File: src/rtl/hltp_pkg.sv
// shared types and constants for the linear-probing hash table
package hltp_pkg;

    localparam int KEY_W        = 31;
    localparam int VALUE_W      = 32;
    localparam int MODE_W       = 2;
    localparam int STATUS_W     = 2;

    typedef enum logic [1:0] {
        MARK_EMPTY = 2'd0,
        MARK_USED  = 2'd1,
        MARK_GONE  = 2'd2
    } t_mark;

    typedef enum logic [MODE_W-1:0] {
        MODE_LOOKUP = 2'd0,
        MODE_INSERT = 2'd1,
        MODE_REMOVE = 2'd2
    } t_mode;

    typedef enum logic [STATUS_W-1:0] {
        STATUS_OK   = 2'd0,
        STATUS_MISS = 2'd1,
        STATUS_FULL = 2'd2
    } t_status;

    typedef enum logic [2:0] {
        ST_CLEAR,
        ST_IDLE,
        ST_HASH,
        ST_PROBE,
        ST_FINISH
    } t_state;

    // write request into the slot memories
    typedef struct packed {
        logic               mark_we;
        t_mark              mark;
        logic               data_we;
        logic [KEY_W-1:0]   key;
        logic [VALUE_W-1:0] value;
    } t_slot_wr;

endpackage

File: src/rtl/hltp_home.sv
// home slot unit: key modulo table size by reciprocal multiplication
module hltp_home #(
    parameter int TABLE_SIZE = 32
) (
    input  logic                                  i_clk,
    input  logic                                  i_rst_n,
    input  logic                                  i_start,
    input  logic [hltp_pkg::KEY_W-1:0]            i_key,
    output logic                                  o_done,
    output logic [$clog2(TABLE_SIZE)-1:0]         o_home
);
    import hltp_pkg::*;

    localparam int ADDR_W  = $clog2(TABLE_SIZE);
    localparam int RECIP_W = KEY_W + 1;
    localparam int PROD_W  = KEY_W + RECIP_W;
    localparam int SHIFT   = KEY_W + ADDR_W;
    // reciprocal rounded up, exact quotient for every key below 2**KEY_W
    localparam logic [63:0] RECIP_FULL =
        ((64'd1 << SHIFT) + 64'(TABLE_SIZE) - 64'd1) / 64'(TABLE_SIZE);
    localparam logic [RECIP_W-1:0] RECIP  = RECIP_W'(RECIP_FULL);
    localparam logic [ADDR_W-1:0]  MOD_LO = ADDR_W'(TABLE_SIZE);

    logic                r_load;
    logic                r_mult;
    logic                r_done;
    logic [KEY_W-1:0]    r_key;
    logic [PROD_W-1:0]   r_prod;
    logic [ADDR_W-1:0]   r_rem;
    logic [ADDR_W-1:0]   quot_lo;
    logic [ADDR_W-1:0]   n_rem;

    // the remainder is below TABLE_SIZE, so low quotient bits suffice
    assign quot_lo = r_prod[SHIFT +: ADDR_W];
    assign n_rem   = r_key[ADDR_W-1:0] - quot_lo * MOD_LO;

    // stage valid bits
    always_ff @(posedge i_clk) begin
        if (!i_rst_n) begin
            r_load <= 1'b0;
            r_mult <= 1'b0;
            r_done <= 1'b0;
        end else begin
            r_load <= i_start;
            r_mult <= r_load;
            r_done <= r_mult;
        end
    end

    // key capture, 31 by 32 bit product, remainder
    always_ff @(posedge i_clk) begin
        if (i_start) begin
            r_key <= i_key;
        end
        if (r_load) begin
            r_prod <= PROD_W'(r_key) * PROD_W'(RECIP);
        end
        if (r_mult) begin
            r_rem <= n_rem;
        end
    end

    assign o_done = r_done;
    assign o_home = r_rem;

endmodule

File: src/rtl/hltp_slots.sv
// slot memories: mark array and key/value array, registered reads
module hltp_slots #(
    parameter int TABLE_SIZE = 32
) (
    input  logic                                  i_clk,
    input  logic [$clog2(TABLE_SIZE)-1:0]         i_rd_addr,
    input  logic [$clog2(TABLE_SIZE)-1:0]         i_wr_addr,
    input  hltp_pkg::t_slot_wr                    i_wr,
    output hltp_pkg::t_mark                       o_rd_mark,
    output logic [hltp_pkg::KEY_W-1:0]            o_rd_key,
    output logic [hltp_pkg::VALUE_W-1:0]          o_rd_value
);
    import hltp_pkg::*;

    localparam int DATA_W = KEY_W + VALUE_W;

    t_mark             mark_mem [TABLE_SIZE];
    logic [DATA_W-1:0] data_mem [TABLE_SIZE];
    logic [DATA_W-1:0] r_rd_data;
    t_mark             r_rd_mark;

    // mark memory
    always_ff @(posedge i_clk) begin
        if (i_wr.mark_we) begin
            mark_mem[i_wr_addr] <= i_wr.mark;
        end
        r_rd_mark <= mark_mem[i_rd_addr];
    end

    // key and value memory
    always_ff @(posedge i_clk) begin
        if (i_wr.data_we) begin
            data_mem[i_wr_addr] <= {i_wr.key, i_wr.value};
        end
        r_rd_data <= data_mem[i_rd_addr];
    end

    assign o_rd_mark  = r_rd_mark;
    assign o_rd_key   = r_rd_data[DATA_W-1:VALUE_W];
    assign o_rd_value = r_rd_data[VALUE_W-1:0];

endmodule

File: src/rtl/hash_table_linear_probe.sv
// Open-addressing key/value table with linear probing and deleted-slot marks.
// One transaction is handled at a time: the home slot (key mod TABLE_SIZE) is
// found by a reciprocal multiply, then the slot memory is read one slot per
// cycle from home, wrapping, with one read kept in flight ahead of the slot
// being checked, until the key, an empty slot or a full sweep ends the probe;
// a probe checks from 1 to TABLE_SIZE slots. The finish state then writes back
// and loads the result register, waiting while a stalled earlier result holds
// the output register, and the next transaction can be accepted once the
// control is back in idle. The single read port of the slot memory sets the
// probe rate. After reset a clearing pass marks every slot empty, with input
// stalled.
// A finished result waits in its output register while the next item is taken.
module hash_table_linear_probe #(
    parameter int TABLE_SIZE = 32
) (
    input  logic                                  i_clk,
    input  logic                                  i_rst_n,
    input  logic                                  i_in_valid,
    output logic                                  o_in_stall,
    input  logic [hltp_pkg::MODE_W-1:0]           i_mode,
    input  logic [hltp_pkg::KEY_W-1:0]            i_key,
    input  logic signed [hltp_pkg::VALUE_W-1:0]   i_value,
    output logic                                  o_out_valid,
    input  logic                                  i_out_stall,
    output logic [hltp_pkg::STATUS_W-1:0]         o_status,
    output logic signed [hltp_pkg::VALUE_W-1:0]   o_read_value
);
    import hltp_pkg::*;

    localparam int ADDR_W = $clog2(TABLE_SIZE);
    localparam logic [ADDR_W-1:0] LAST = ADDR_W'(TABLE_SIZE - 1);

    t_state             r_state, n_state;
    logic [MODE_W-1:0]  r_mode;
    logic [KEY_W-1:0]   r_key;
    logic [VALUE_W-1:0] r_value;
    logic [ADDR_W-1:0]  r_issue, n_issue;
    logic [ADDR_W-1:0]  r_pos, n_pos;
    logic               r_have, n_have;
    logic [ADDR_W-1:0]  r_count, n_count;
    logic               r_gone_ok, n_gone_ok;
    logic [ADDR_W-1:0]  r_gone_pos, n_gone_pos;
    logic               r_found, n_found;
    logic [ADDR_W-1:0]  r_target, n_target;
    logic               r_target_ok, n_target_ok;
    logic [VALUE_W-1:0] r_hit_value, n_hit_value;
    logic               r_out_valid, n_out_valid;
    t_status            r_status, n_status;
    logic [VALUE_W-1:0] r_read_value, n_read_value;
    logic [ADDR_W-1:0]  r_clr_addr, n_clr_addr;

    logic               in_accept;
    logic               hash_done;
    logic [ADDR_W-1:0]  hash_home;
    t_mark              rd_mark;
    logic [KEY_W-1:0]   rd_key;
    logic [VALUE_W-1:0] rd_value;
    t_slot_wr           wr;
    logic [ADDR_W-1:0]  wr_addr;

    assign o_in_stall = (r_state != ST_IDLE);
    assign in_accept  = i_in_valid && !o_in_stall;

    // home slot
    hltp_home #(
        .TABLE_SIZE (TABLE_SIZE)
    ) u_home (
        .i_clk   (i_clk),
        .i_rst_n (i_rst_n),
        .i_start (in_accept),
        .i_key   (i_key),
        .o_done  (hash_done),
        .o_home  (hash_home)
    );

    // slot storage
    hltp_slots #(
        .TABLE_SIZE (TABLE_SIZE)
    ) u_slots (
        .i_clk      (i_clk),
        .i_rd_addr  (r_issue),
        .i_wr_addr  (wr_addr),
        .i_wr       (wr),
        .o_rd_mark  (rd_mark),
        .o_rd_key   (rd_key),
        .o_rd_value (rd_value)
    );

    assign wr_addr = (r_state == ST_CLEAR) ? r_clr_addr : r_target;

    // next state, probe evaluation and write-back
    always_comb begin
        logic ended;
        ended        = 1'b0;
        n_state      = r_state;
        n_issue      = r_issue;
        n_pos        = r_pos;
        n_have       = r_have;
        n_count      = r_count;
        n_gone_ok    = r_gone_ok;
        n_gone_pos   = r_gone_pos;
        n_found      = r_found;
        n_target     = r_target;
        n_target_ok  = r_target_ok;
        n_hit_value  = r_hit_value;
        n_status     = r_status;
        n_read_value = r_read_value;
        n_clr_addr   = r_clr_addr;
        n_out_valid  = r_out_valid && i_out_stall;
        wr           = '0;
        wr.key       = r_key;
        wr.value     = r_value;

        unique case (r_state)
            ST_CLEAR: begin
                wr.mark_we = 1'b1;
                wr.mark    = MARK_EMPTY;
                n_clr_addr = r_clr_addr + 1'b1;
                if (r_clr_addr == LAST) begin
                    n_state = ST_IDLE;
                end
            end
            ST_IDLE: begin
                if (in_accept) begin
                    n_state = ST_HASH;
                end
            end
            ST_HASH: begin
                if (hash_done) begin
                    n_issue   = hash_home;
                    n_have    = 1'b0;
                    n_count   = '0;
                    n_gone_ok = 1'b0;
                    n_state   = ST_PROBE;
                end
            end
            ST_PROBE: begin
                // keep one read in flight ahead of the slot being checked
                n_issue = (r_issue == LAST) ? '0 : r_issue + 1'b1;
                n_pos   = r_issue;
                n_have  = 1'b1;
                if (r_have) begin
                    n_count = r_count + 1'b1;
                    unique case (rd_mark)
                        MARK_EMPTY: begin
                            ended       = 1'b1;
                            n_found     = 1'b0;
                            n_target    = r_gone_ok ? r_gone_pos : r_pos;
                            n_target_ok = 1'b1;
                        end
                        MARK_USED: begin
                            if (rd_key == r_key) begin
                                ended       = 1'b1;
                                n_found     = 1'b1;
                                n_target    = r_pos;
                                n_target_ok = 1'b1;
                                n_hit_value = rd_value;
                            end
                        end
                        MARK_GONE: begin
                            if (!r_gone_ok) begin
                                n_gone_ok  = 1'b1;
                                n_gone_pos = r_pos;
                            end
                        end
                        default: begin
                        end
                    endcase
                    // full sweep without a hit
                    if (!ended && r_count == LAST) begin
                        ended       = 1'b1;
                        n_found     = 1'b0;
                        n_target    = n_gone_pos;
                        n_target_ok = n_gone_ok;
                    end
                    if (ended) begin
                        n_have  = 1'b0;
                        n_state = ST_FINISH;
                    end
                end
            end
            ST_FINISH: begin
                if (!r_out_valid || !i_out_stall) begin
                    n_out_valid  = 1'b1;
                    n_read_value = '0;
                    n_status     = STATUS_MISS;
                    n_state      = ST_IDLE;
                    unique case (r_mode)
                        MODE_LOOKUP: begin
                            if (r_found) begin
                                n_status     = STATUS_OK;
                                n_read_value = r_hit_value;
                            end
                        end
                        MODE_INSERT: begin
                            if (r_found) begin
                                wr.data_we = 1'b1;
                                n_status   = STATUS_OK;
                            end else if (r_target_ok) begin
                                wr.mark_we = 1'b1;
                                wr.mark    = MARK_USED;
                                wr.data_we = 1'b1;
                                n_status   = STATUS_OK;
                            end else begin
                                n_status   = STATUS_FULL;
                            end
                        end
                        MODE_REMOVE: begin
                            if (r_found) begin
                                wr.mark_we = 1'b1;
                                wr.mark    = MARK_GONE;
                                n_status   = STATUS_OK;
                            end
                        end
                        default: begin
                        end
                    endcase
                end
            end
            default: begin
                n_state = ST_IDLE;
            end
        endcase
    end

    // control registers
    always_ff @(posedge i_clk) begin
        if (!i_rst_n) begin
            r_state     <= ST_CLEAR;
            r_clr_addr  <= '0;
            r_have      <= 1'b0;
            r_out_valid <= 1'b0;
        end else begin
            r_state     <= n_state;
            r_clr_addr  <= n_clr_addr;
            r_have      <= n_have;
            r_out_valid <= n_out_valid;
        end
    end

    // transaction payload and probe bookkeeping
    always_ff @(posedge i_clk) begin
        if (in_accept) begin
            r_mode  <= i_mode;
            r_key   <= i_key;
            r_value <= i_value;
        end
        r_issue      <= n_issue;
        r_pos        <= n_pos;
        r_count      <= n_count;
        r_gone_ok    <= n_gone_ok;
        r_gone_pos   <= n_gone_pos;
        r_found      <= n_found;
        r_target     <= n_target;
        r_target_ok  <= n_target_ok;
        r_hit_value  <= n_hit_value;
        r_status     <= n_status;
        r_read_value <= n_read_value;
    end

    assign o_out_valid  = r_out_valid;
    assign o_status     = r_status;
    assign o_read_value = r_read_value;

`ifndef SYNTHESIS
    // the slot memories are never written while a probe is running
    a_no_write_in_probe: assert property (@(posedge i_clk) disable iff (!i_rst_n)
        (r_state == ST_HASH || r_state == ST_PROBE) |-> (!wr.mark_we && !wr.data_we))
        else $error("slot memory written during probe");

    // the remainder unit finishes only while the control waits for it
    a_hash_done_in_hash: assert property (@(posedge i_clk) disable iff (!i_rst_n)
        hash_done |-> (r_state == ST_HASH))
        else $error("home slot ready outside hash state");

    // a finished transaction with a free output register becomes a result
    a_finish_delivers: assert property (@(posedge i_clk) disable iff (!i_rst_n)
        (r_state == ST_FINISH && (!r_out_valid || !i_out_stall))
        |=> (o_out_valid && r_state == ST_IDLE))
        else $error("finished transaction did not reach the output");

    // a result never appears without the control having finished
    a_result_from_finish: assert property (@(posedge i_clk) disable iff (!i_rst_n)
        (o_out_valid && !$past(o_out_valid)) |-> ($past(r_state) == ST_FINISH))
        else $error("result without finished transaction");
`endif

endmodule
File: config.mk
export PLATFORM = sky130hd
export DESIGN_NAME = hash_table_linear_probe
export DESIGN_NICKNAME = d
export VERILOG_FILES = /design/src/rtl/hltp_pkg.sv /design/src/rtl/hltp_home.sv /design/src/rtl/hltp_slots.sv /design/src/rtl/hash_table_linear_probe.sv
export SDC_FILE = /design/constraint.sdc
export NUM_CORES = 2
export LEC_CHECK = 0
export ABC_AREA = 0
export BUFFER_PORTS_ARGS = -buffer_cell sky130_fd_sc_hd__buf_2
export CAP_MARGIN = 5
export CORE_MARGIN = 1
export CORE_UTILIZATION = 55
export CTS_BUF_LIST = sky130_fd_sc_hd__clkbuf_4 sky130_fd_sc_hd__clkbuf_8 sky130_fd_sc_hd__clkbuf_16
export CTS_CLUSTER_DIAMETER = 120
export DETAILED_ROUTE_END_ITERATION = 8
export HOLD_SLACK_MARGIN = 0.03
export PLACE_DENSITY = 0.82
export SETUP_SLACK_MARGIN = 0.02
export SLEW_MARGIN = 20
export SYNTH_ARGS = -nofsm -noshare
export SYNTH_HDL_FRONTEND = slang
export SYNTH_SLANG_ARGS = --single-unit
export TNS_END_PERCENT = 10
File: constraint.sdc
create_clock -name i_clk -period 6.5 [get_ports i_clk]
set_input_delay 0.325 -clock i_clk [delete_from_list [all_inputs] [get_ports i_clk]]
set_output_delay 0.325 -clock i_clk [all_outputs]
set_load 0.02 [all_outputs]
==> impl_metrics.tcl <==
set metrics [dict create \
    cp_top_family "simple AND/OR/NAND/NOR gates" \
    syn-num-nets 3590 \
    rsz0062_at_grt "false" \
    drtIter0Drc 7328 \
    nets 3947 \
    report.final.slew_viol_count 0 \
    grt_usage_pct 29.24 \
    crit_buf_inv 2 \
    ff2ff_setup_slack_ns 2.24 \
    post-route-min-period_ns 4.262 \
    overflow 0 \
    r2r-start "r_state[1]" \
    avgSynthCellArea_um2 24.76 \
    holdPathStages 2 \
    min_period_over_period_pct 65.57 \
    fin_tns_setup_ns 0 \
    clkTransAtPathRegs_ns 0.07 \
    post_cts_resized 0 \
    clk_path_buf_depth 3 \
    path_max_fanout 38 \
    synth-seq-cells 2322 \
    synth_top_area_share_pct 77.51 \
    io_buffers 104 \
    critPathArrivalTime_ns 4.75 \
    cts_tree "built" \
    grt_pass1_vias 42763 \
    endpoint_kind "flip-flop" \
    max_freq_ghz 0.2346 \
    final-hold-violation-count 0 \
    synthTopCellsByCount "edfxtp_1, mux4_2, clkbuf_1" \
    synth_flop_cell "edfxtp_1" \
    yosysTopAreaCell "edfxtp_1" \
    max_stage_delay_ns 1.14 \
    postRouteWirelength_mm 236.7 \
    grt_max_degree 157 \
    numCtsBuffers 215 \
    design_area_um2 98960 \
    tightestPinTransition_ns 1.293 \
    ir_worst_vdd_mv 0.2559 \
    min-delay-start "i_key[11]" \
    clockRootBuffer "clkbuf_16" \
    gp_congestion 0.7838 \
    place_area_um2 90530 \
    grt_use_met2_pct 47.04 \
    die_h_um 399.6 \
    leakagePower_nw 31.17 \
    initial_core_util_pct 55.52 \
    cts_setup_buffers 0 \
    synth_edf_count 2244 \
    firstDrtPassIters 9 \
    grt.met1_usage_pct 38.64 \
    clk_latency_ns 0.86 \
    detail_route.wl_per_cell_um 38.72 \
    clock-sinks 2322 \
    dieArea_um2 159700 \
    cts_max_level 4 \
    cp-start-kind "flip-flop" \
    globalRouteMet3Util_pct 6.915 \
    finalSetupViolCount 0 \
    ant_nets 0 \
    cp-endpoint "u_slots.data_mem[20][33]" \
    clock_skew_ns 0.03960 \
    synth_area_leaders "edfxtp_1, mux4_2, dfxtp_1" \
    cpMostUsedCell "buf_4" \
    syn_to_final_growth_pct 13.84 \
    slew_headroom_pct 13.78 \
    cp.depth 7 \
    drive_gt1_share_pct 33.56 \
    vias 43348 \
    yosysSeqAreaShare_pct 79.31 \
    synth.most_common_cell "edfxtp_1" \
    drc 0 \
    synthCells 3511 \
    drv_cap 0 \
    yosysWarnings 0 \
    crit_path_cell_trace "nor2_1 > and3_2 > buf_4 > o211a_1 > nand2_1 > nor2_4 > buf_4" \
    rr_endpoint "u_slots.data_mem[20][33]" \
    status "complete, no violations" \
    reg2reg_depth 7 \
    hold_class "in2reg" \
    cp_slowest_cell "nor2_4" \
    placementRows 145 \
    crit_path_start "r_state[1]" \
    p_per_area_nw_per_um2 297.5 \
    synth.distinct_cells 43 \
    place_hpwl_mm 106.7 \
    worst-setup-path-type "reg2reg" \
    die_w_um 399.6 \
    grt_pass1_wl_mm 324.9 \
    cp.required_ns 6.99 \
    via_per_inst 7.090 \
    synthArstFlopShare_pct 0 \
    top_usage_layer "met2" \
    synthesis.area_um2 86930 \
    io_pins 105 \
    core_area_um2 156600 \
    antenna_found_initial 12 \
]
==> final cells by class <==
type,instances,area (um2)
repair buffers,308,2720
inverters,10,37.54
well taps,2058,2575
multi-input cells,1011,17440
fillers,9202,57610
clock inverters,135,1349
diodes,3,7.507
clock buffers,267,5884
flip-flops and latches,2322,68950
==> sequential cells by signal (all words and copies together) (netlist names), 2 cells and up <==
register,flops
r_hit_value,32
o_status,2
o_read_value,32
r_state,3
r_issue,5
r_count,5
r_mode,2
u_home.r_key,31
u_slots.mark_mem,64
r_pos,5
r_target,5
u_home.o_home,5
u_slots.r_rd_data,63
u_slots.data_mem,2016
r_value,32
u_slots.o_rd_mark,2
r_gone_pos,5
r_clr_addr,5
==> power by group <==
group	switching, mW	total, mW	internal (mW)
Sequential	0.00541	16.2	16.2
Clock	5.81	13.2	7.39
Combinational	0.0383	0.0877	0.0495
Total	5.85	29.4	23.6
==> per-stage QoR <==
stage	instances	total power, mW	utilization, %	setup WS [ns]	hold WS (ns)
detailed placement	5609	16.54	57.82	2.378	0.3887
global route	6111	29.96	63.20	2.129	0.1670
global placement	5608	16.53	57.81	2.456	0.3866
floorplan	3511	16.50	-	1.065	0.3855
CTS	6081	29.42	62.89	2.202	0.1266
finish	6114	29.45	63.21	2.238	0.1857
==> worst reg2reg max path, cell delays in order (launching register included) <==
cell	delay (ns)
dfxtp_1	0.42
nor2_1	0.16
and3_2	0.20
buf_4	0.50
o211a_1	0.36
nand2_1	0.53
nor2_4	1.14
buf_4	0.58
==> cells in the final DEF (no fill, tap or decap), types with 10 or more instances in the layout <==
cell type / instances
dlygate4sd3_1: 70
buf_12: 19
inv_1: 10
edfxtp_1: 2244
clkinv_2: 43
buf_2: 104
buf_4: 84
clkbuf_4: 41
mux4_2: 650
nor2_1: 46
xnor2_1: 35
nand2_1: 37
and3_1: 36
clkinv_1: 48
mux2_2: 77
dfxtp_1: 78
buf_8: 24
bufinv_16: 24
nor2_4: 32
clkbuf_16: 219
==> logic make-up after synthesis <==
| logic type | after synthesis | share of synthesized area (%) |
|---|---|---|
| flops | 2322 | 79.31 |
| mux | 732 | 17.89 |
| simple gates | 202 | 1.124 |
| buf+inv | 178 | 0.9211 |
| xor+xnor | 38 | 0.3829 |
| compound gates | 29 | 0.2231 |
| fa+ha+maj | 10 | 0.1439 |
==> timing repair <==
item / in CTS / in global routing
hold buffers: 70 / 0
setup endpoints to repair: 0 / 0
hold endpoints to repair: 78 / 0
==> worst min path at each step <==
stage / slack (ns) / endpoint
after floorplan: 0.39 / r_hit_value[0]
after global placement: 0.39 / r_hit_value[23]
after detailed placement: 0.39 / r_hit_value[26]
after CTS: 0.13 / r_value[14]
after global routing: 0.17 / u_home.r_key[7]
final: 0.19 / u_home.r_key[11]
==> routing by layer <==
metal	part of all wire [%]	wire length, um
met3	12	29240
met4	4.8	11480
met5	0.023	55
met1	33	78630
met2	50	117300
Power figures use the tool's default switching activity.
